**src/sv/e2rm_pkg.sv**
```systemverilog
// Shared types, constants and arithmetic helpers for the Euler angle to rotation matrix block.
`timescale 1ns / 1ps

package e2rm_pkg;

    localparam int ANGLE_BITS_DEFAULT       = 16;
    localparam int MATRIX_FRAC_BITS_DEFAULT = 14;
    localparam int FIELD_BITS               = 16;
    localparam int CORDIC_ITERS             = 30;
    localparam int Q30_BITS                 = 33;
    localparam logic signed [Q30_BITS-1:0] CORDIC_START = 33'sd652032874;

    typedef logic signed [Q30_BITS-1:0] e2rm_q30_t;

    // One angle in flight through the rotation chain.
    typedef struct packed {
        e2rm_q30_t x;
        e2rm_q30_t y;
        e2rm_q30_t z;
        logic      flip;
    } e2rm_rot_t;

    typedef struct packed {
        e2rm_rot_t roll;
        e2rm_rot_t pitch;
        e2rm_rot_t yaw;
    } e2rm_trio_t;

    typedef struct packed {
        logic [FIELD_BITS-1:0] m00;
        logic [FIELD_BITS-1:0] m01;
        logic [FIELD_BITS-1:0] m02;
        logic [FIELD_BITS-1:0] m10;
        logic [FIELD_BITS-1:0] m11;
        logic [FIELD_BITS-1:0] m12;
        logic [FIELD_BITS-1:0] m20;
        logic [FIELD_BITS-1:0] m21;
        logic [FIELD_BITS-1:0] m22;
    } e2rm_mat_t;

    // Arctangent of 2^-idx, with one turn equal to 2^32.
    function automatic logic [31:0] atan_turn(input logic [4:0] idx);
        logic [31:0] v;
        unique case (idx)
            5'd0:    v = 32'h20000000;
            5'd1:    v = 32'h12E4051E;
            5'd2:    v = 32'h09FB385B;
            5'd3:    v = 32'h051111D4;
            5'd4:    v = 32'h028B0D43;
            5'd5:    v = 32'h0145D7E1;
            5'd6:    v = 32'h00A2F61E;
            5'd7:    v = 32'h00517C55;
            5'd8:    v = 32'h0028BE53;
            5'd9:    v = 32'h00145F2F;
            5'd10:   v = 32'h000A2F98;
            5'd11:   v = 32'h000517CC;
            5'd12:   v = 32'h00028BE6;
            5'd13:   v = 32'h000145F3;
            5'd14:   v = 32'h0000A2F9;
            5'd15:   v = 32'h0000517D;
            5'd16:   v = 32'h000028BE;
            5'd17:   v = 32'h0000145F;
            5'd18:   v = 32'h00000A30;
            5'd19:   v = 32'h00000518;
            5'd20:   v = 32'h0000028C;
            5'd21:   v = 32'h00000146;
            5'd22:   v = 32'h000000A3;
            5'd23:   v = 32'h00000051;
            5'd24:   v = 32'h00000029;
            5'd25:   v = 32'h00000014;
            5'd26:   v = 32'h0000000A;
            5'd27:   v = 32'h00000005;
            5'd28:   v = 32'h00000003;
            5'd29:   v = 32'h00000001;
            default: v = 32'h00000000;
        endcase
        return v;
    endfunction

    // Q1.30 product rounded half up back to Q1.30.
    function automatic e2rm_q30_t qmul(input e2rm_q30_t a, input e2rm_q30_t b);
        logic signed [2*Q30_BITS-1:0] p;
        p = a * b;
        p = p + (66'sd1 <<< 29);
        return p[Q30_BITS+29:30];
    endfunction

endpackage

```
**src/sv/e2rm_cordic_cell.sv**
```systemverilog
// One CORDIC iteration for all three angles, registered, with its own valid bit.
`timescale 1ns / 1ps

module e2rm_cordic_cell #(
    parameter int ITER = 0
) (
    input  logic                clk,
    input  logic                rst_n,
    input  logic                in_valid,
    input  e2rm_pkg::e2rm_trio_t in_data,
    output logic                up_ready,
    input  logic                down_ready,
    output logic                out_valid,
    output e2rm_pkg::e2rm_trio_t out_data
);

    localparam logic signed [e2rm_pkg::Q30_BITS-1:0] ATAN =
        $signed({1'b0, e2rm_pkg::atan_turn(5'(ITER))});

    logic                 valid_reg;
    logic                 valid_next;
    e2rm_pkg::e2rm_trio_t data_reg;
    e2rm_pkg::e2rm_trio_t data_next;

    function automatic e2rm_pkg::e2rm_rot_t rotate(input e2rm_pkg::e2rm_rot_t r);
        e2rm_pkg::e2rm_rot_t o;
        e2rm_pkg::e2rm_q30_t dx;
        e2rm_pkg::e2rm_q30_t dy;
        dx = $signed(r.y) >>> ITER;
        dy = $signed(r.x) >>> ITER;
        o  = r;
        if (!r.z[e2rm_pkg::Q30_BITS-1])
        begin
            o.x = $signed(r.x) - dx;
            o.y = $signed(r.y) + dy;
            o.z = $signed(r.z) - ATAN;
        end
        else
        begin
            o.x = $signed(r.x) + dx;
            o.y = $signed(r.y) - dy;
            o.z = $signed(r.z) + ATAN;
        end
        return o;
    endfunction

    assign up_ready = !valid_reg || down_ready;

    always_comb
    begin
        valid_next      = up_ready ? in_valid : valid_reg;
        data_next       = data_reg;
        if (up_ready && in_valid)
        begin
            data_next.roll  = rotate(in_data.roll);
            data_next.pitch = rotate(in_data.pitch);
            data_next.yaw   = rotate(in_data.yaw);
        end
    end

    always_ff @(posedge clk or negedge rst_n)
    begin
        if (!rst_n)
        begin
            valid_reg <= 1'b0;
        end
        else
        begin
            valid_reg <= valid_next;
        end
    end

    always_ff @(posedge clk)
    begin
        data_reg <= data_next;
    end

    assign out_valid = valid_reg;
    assign out_data  = data_reg;

endmodule

```
**config.mk**
```make
export PLATFORM = sky130hd
export DESIGN_NAME = e2rm_cordic_cell
export DESIGN_NICKNAME = d
export VERILOG_FILES = /design/src/sv/e2rm_pkg.sv /design/src/sv/e2rm_cordic_cell.sv
export SDC_FILE = /design/constraint.sdc
export NUM_CORES = 1
export LEC_CHECK = 0
export BUFFER_PORTS_ARGS = -buffer_cell sky130_fd_sc_hd__buf_2
export CAP_MARGIN = 10
export CELL_PAD_IN_SITES_DETAIL_PLACEMENT = 1
export CELL_PAD_IN_SITES_GLOBAL_PLACEMENT = 1
export CORE_MARGIN = 2
export CORE_UTILIZATION = 45
export CTS_BUF_LIST = sky130_fd_sc_hd__clkbuf_16
export DETAILED_ROUTE_END_ITERATION = 8
export PLACE_DENSITY_LB_ADDON = 0.1
export SYNTH_ARGS = -nofsm -noshare
export SYNTH_HDL_FRONTEND = slang
export SYNTH_SLANG_ARGS = --single-unit
```
**constraint.sdc**
```tcl
create_clock -name clk -period 18.6 [get_ports clk]
set_input_delay 3.72 -clock clk [delete_from_list [all_inputs] [get_ports clk]]
set_output_delay 3.72 -clock clk [all_outputs]
set_load 0.02 [all_outputs]
```
==> reports/qor.json <==
{
  "synthesis": {
    "synth_sequential_area_ratio_pct": 34.6,
    "synth.largest_area_cell": "sky130_fd_sc_hd__edfxtp_1",
    "synth.net_count": 3497,
    "synthCells": 2887,
    "synth-edff-count": 297,
    "postSynth.asyncResetShare_pct": 0.336,
    "synth.cell_area_um2": 25900,
    "synthMostInstantiatedCell": "sky130_fd_sc_hd__a21oi_1",
    "synth_top_area_share_pct": 34.5,
    "synth_top_flop_cell": "sky130_fd_sc_hd__edfxtp_1",
    "ys_top_cells_by_area": "sky130_fd_sc_hd__edfxtp_1 34%, sky130_fd_sc_hd__ha_1 14%, sky130_fd_sc_hd__a21oi_1 6.6%, sky130_fd_sc_hd__xnor2_1 5.0%, sky130_fd_sc_hd__inv_1 4.2%",
    "yosys_warnings": 0,
    "synth_cell_type_count": 84,
    "synth.ff_latch_count": 298,
    "postSynthAreaPerCell_um2": 8.96,
    "synth_top_cells_by_count": "341 x sky130_fd_sc_hd__a21oi_1, 297 x sky130_fd_sc_hd__edfxtp_1, 294 x sky130_fd_sc_hd__ha_1"
  },
  "drt": {
    "detailedRoute.firstIterationViolations": 1822,
    "routed_wl_um": 102000,
    "final_antenna_net_count": 0,
    "drt_pass1_iterations": 5,
    "drc_errors": 0,
    "post_drt_via_cell_ratio": 5.89,
    "vias": 24791,
    "routedWlPerCell_um": 24.2
  },
  "timing": {
    "max_slew.worst_pin.slew_ns": 1.27,
    "maxClockFrequency_mhz": 126,
    "final_setup_tns_ns": 0,
    "worst_setup_margin_ns": 10.64,
    "final_max_slew_viol_count": 0,
    "hold_violations": 0,
    "skew_ns": 0.0296,
    "rsz0062_at_grt": "false",
    "finalCriticalPeriod_ns": 7.96,
    "slew_headroom_pct": 13.0,
    "layout_worst_path_cycle_share_pct": 42.8,
    "finalSetupViolations": 0
  },
  "grt": {
    "antenna_found_initial": 23,
    "grt_use_total_pct": 33.1,
    "grt_first_pass_wirelength_um": 154000,
    "first_global_vias": 25602,
    "maximum_number_of_pins_on_one_net_before_global_route_repair": 91,
    "global_route.overflow_total": 0
  },
  "floorplanning": {
    "dieHeight_um": 244,
    "std_cell_rows": 87,
    "die_area_um2": 59400,
    "initial_core_util_pct": 45.7,
    "pin_count": 606,
    "floorplan.die.width_um": 244,
    "standard_cell_core_area_um2": 56600
  },
  "clock_network": {
    "cts-resized-gates": 0,
    "clock_latency_ns": 0.58,
    "htreeDepth": 2,
    "tritoncts": "yes",
    "clk_pin_slew_ns": 0.06,
    "cts_root_buf": "sky130_fd_sc_hd__clkbuf_16",
    "total_cts_buffers": 37,
    "post_cts_repair_timing_setup_buffer_count": 0,
    "postCtsHoldBufs": 0,
    "cts_sinks": 298,
    "clk_path_buf_depth": 3
  },
  "hold_path": {
    "instance_count_along_the_most_critical_hold_path": 2,
    "min_delay_worst_endpoint": "out_valid",
    "hold_start": "out_valid",
    "worst_hold_path_type": "flop to flop"
  },
  "final_layout": {
    "final_nets": 4019,
    "synthesis_to_finish_area_growth_pct": 18.5,
    "layout.cells.non_filler": 4207,
    "final_layout_size_suffix_gt1_share_pct": 20.6,
    "filler_cell_count": 6845
  },
  "pwr": {
    "leakage_nw": 13.8,
    "worst_ir_drop_vdd_uv": 71.6,
    "power-per-cell-area_nw_per_um2": 80.4
  },
  "setup_path": {
    "critical_path.reg2reg.startpoint": "out_valid",
    "path_max_fanout": 3,
    "cp.required_ns": 14.88,
    "setup.worst_path.class": "input pin to output pin",
    "critPathCaptureType": "output pin",
    "worst_setup_path_start_kind": "input pin",
    "rr_endpoint": "out_data[87]",
    "regToRegSetupSlack_ns": 14.85,
    "worst_ep_arrival_time_ns": 4.24,
    "rr_worst_depth": 4
  },
  "placed_design": {
    "routabilityCongestion": 0.985,
    "port-buffer-count": 605,
    "placed_cells": 4126,
    "dpl.hpwl_um": 81500,
    "preCtsSetupSlack_ns": 10.65
  },
  "run": {
    "cap_violations": 0
  },
  "outcome": {
    "outcome": "finished, final reports clean"
  }
}
-- worst max-delay path, cell delays in order --
cell and delay, ns:
sky130_fd_sc_hd__buf_2 0.14, sky130_fd_sc_hd__nand2b_1 0.17, sky130_fd_sc_hd__buf_2 0.20
-- area by class of cell --
class / count / area [um^2] / share of cell area, %
Antenna cell: 15 / 37.5 / 0.122
Clock buffer: 37 / 926 / 3.02
Clock inverter: 29 / 317 / 1.03
Inverter: 302 / 1130 / 3.70
Multi-Input combinational cell: 2154 / 15200 / 49.7
Sequential cell: 298 / 8940 / 29.2
Tap cell: 756 / 946 / 3.09
Timing Repair Buffer: 616 / 3110 / 10.2
-- metrics by stage --
step           power [W]  util, %  hold WS (ns)  instance area (um^2)
2_1_floorplan    0.00142        -         0.783                 25900
3_3_place_gp     0.00169     51.9         0.516                 29400
3_5_place_dp     0.00171     51.9         0.565                 29400
4_1_cts          0.00247     54.1         0.613                 30600
5_1_grt          0.00257     54.1         0.675                 30700
6_report         0.00247     54.2         0.605                 30700
-- cells by family (layout without fill, tap and decap cells) --
family	count (synthesis)	in the layout	share of synthesized area, %
AND/OR/NAND/NOR	670	670	12.5
multiplexers	49	49	1.90
flip-flops	298	298	34.6
XOR/XNOR	188	188	6.37
AO/OA/AOI/OAI	941	941	23.0
other	0	15	0
buffers and inverters	435	984	6.49
adder cells (fa/ha/maj)	306	306	15.2
-- layer usage --
layer  global-route usage [%]  up-vias  wire length (um)
met5                        0        -               105
met4                     11.3       18              3550
met3                     6.04      190              6790
met2                     56.5      927             48900
met1                     42.0    12263             42400
li1                         -    11393                 -
-- how the worst max path moves through the flow --
stage,start,slack [ns],end
2_1_floorplan,down_ready,7.15,out_data[0]
3_3_place_gp,down_ready,10.69,up_ready
3_5_place_dp,down_ready,10.65,up_ready
4_1_cts,down_ready,10.65,up_ready
5_1_grt,down_ready,10.62,up_ready
6_report,down_ready,10.64,up_ready
-- sequential cells by signal, indices dropped and copies added (netlist names) --
name,flops
out_valid,1
out_data,297
-- report_power, final --
| part | switching [W] | internal (W) | total, W |
|---|---|---|---|
| registers | 0.0000221 | 0.000839 | 0.000861 |
| logic | 0.000566 | 0.000287 | 0.000853 |
| clock network | 0.000316 | 0.000437 | 0.000753 |
| total | 0.000904 | 0.00156 | 0.00247 |
-- layout by cell type, fill, tap and decap left out, types with 30 or more instances in the layout --
cell                        synthesis  routed
sky130_fd_sc_hd__ha_1             294     294
sky130_fd_sc_hd__xnor2_1          149     149
sky130_fd_sc_hd__nor2_1           214     214
sky130_fd_sc_hd__a21oi_1          341     341
sky130_fd_sc_hd__buf_2             18     604
sky130_fd_sc_hd__clkbuf_16          0      37
sky130_fd_sc_hd__nor3_1            60      60
sky130_fd_sc_hd__a21o_1            69      69
sky130_fd_sc_hd__nand2_1          148     148
sky130_fd_sc_hd__xor2_1            39      39
sky130_fd_sc_hd__nand3_1           34      34
sky130_fd_sc_hd__o21ai_0          165     165
sky130_fd_sc_hd__nand2b_1          31      31
sky130_fd_sc_hd__edfxtp_1         297     297
sky130_fd_sc_hd__inv_1            288     292
sky130_fd_sc_hd__a211oi_1          33      33
sky130_fd_sc_hd__o31ai_1           30      30
sky130_fd_sc_hd__nor2b_1           43      43
sky130_fd_sc_hd__o21bai_1          67      67
sky130_fd_sc_hd__mux2i_1           49      49
No activity file was read; power rests on OpenSTA's default activity.
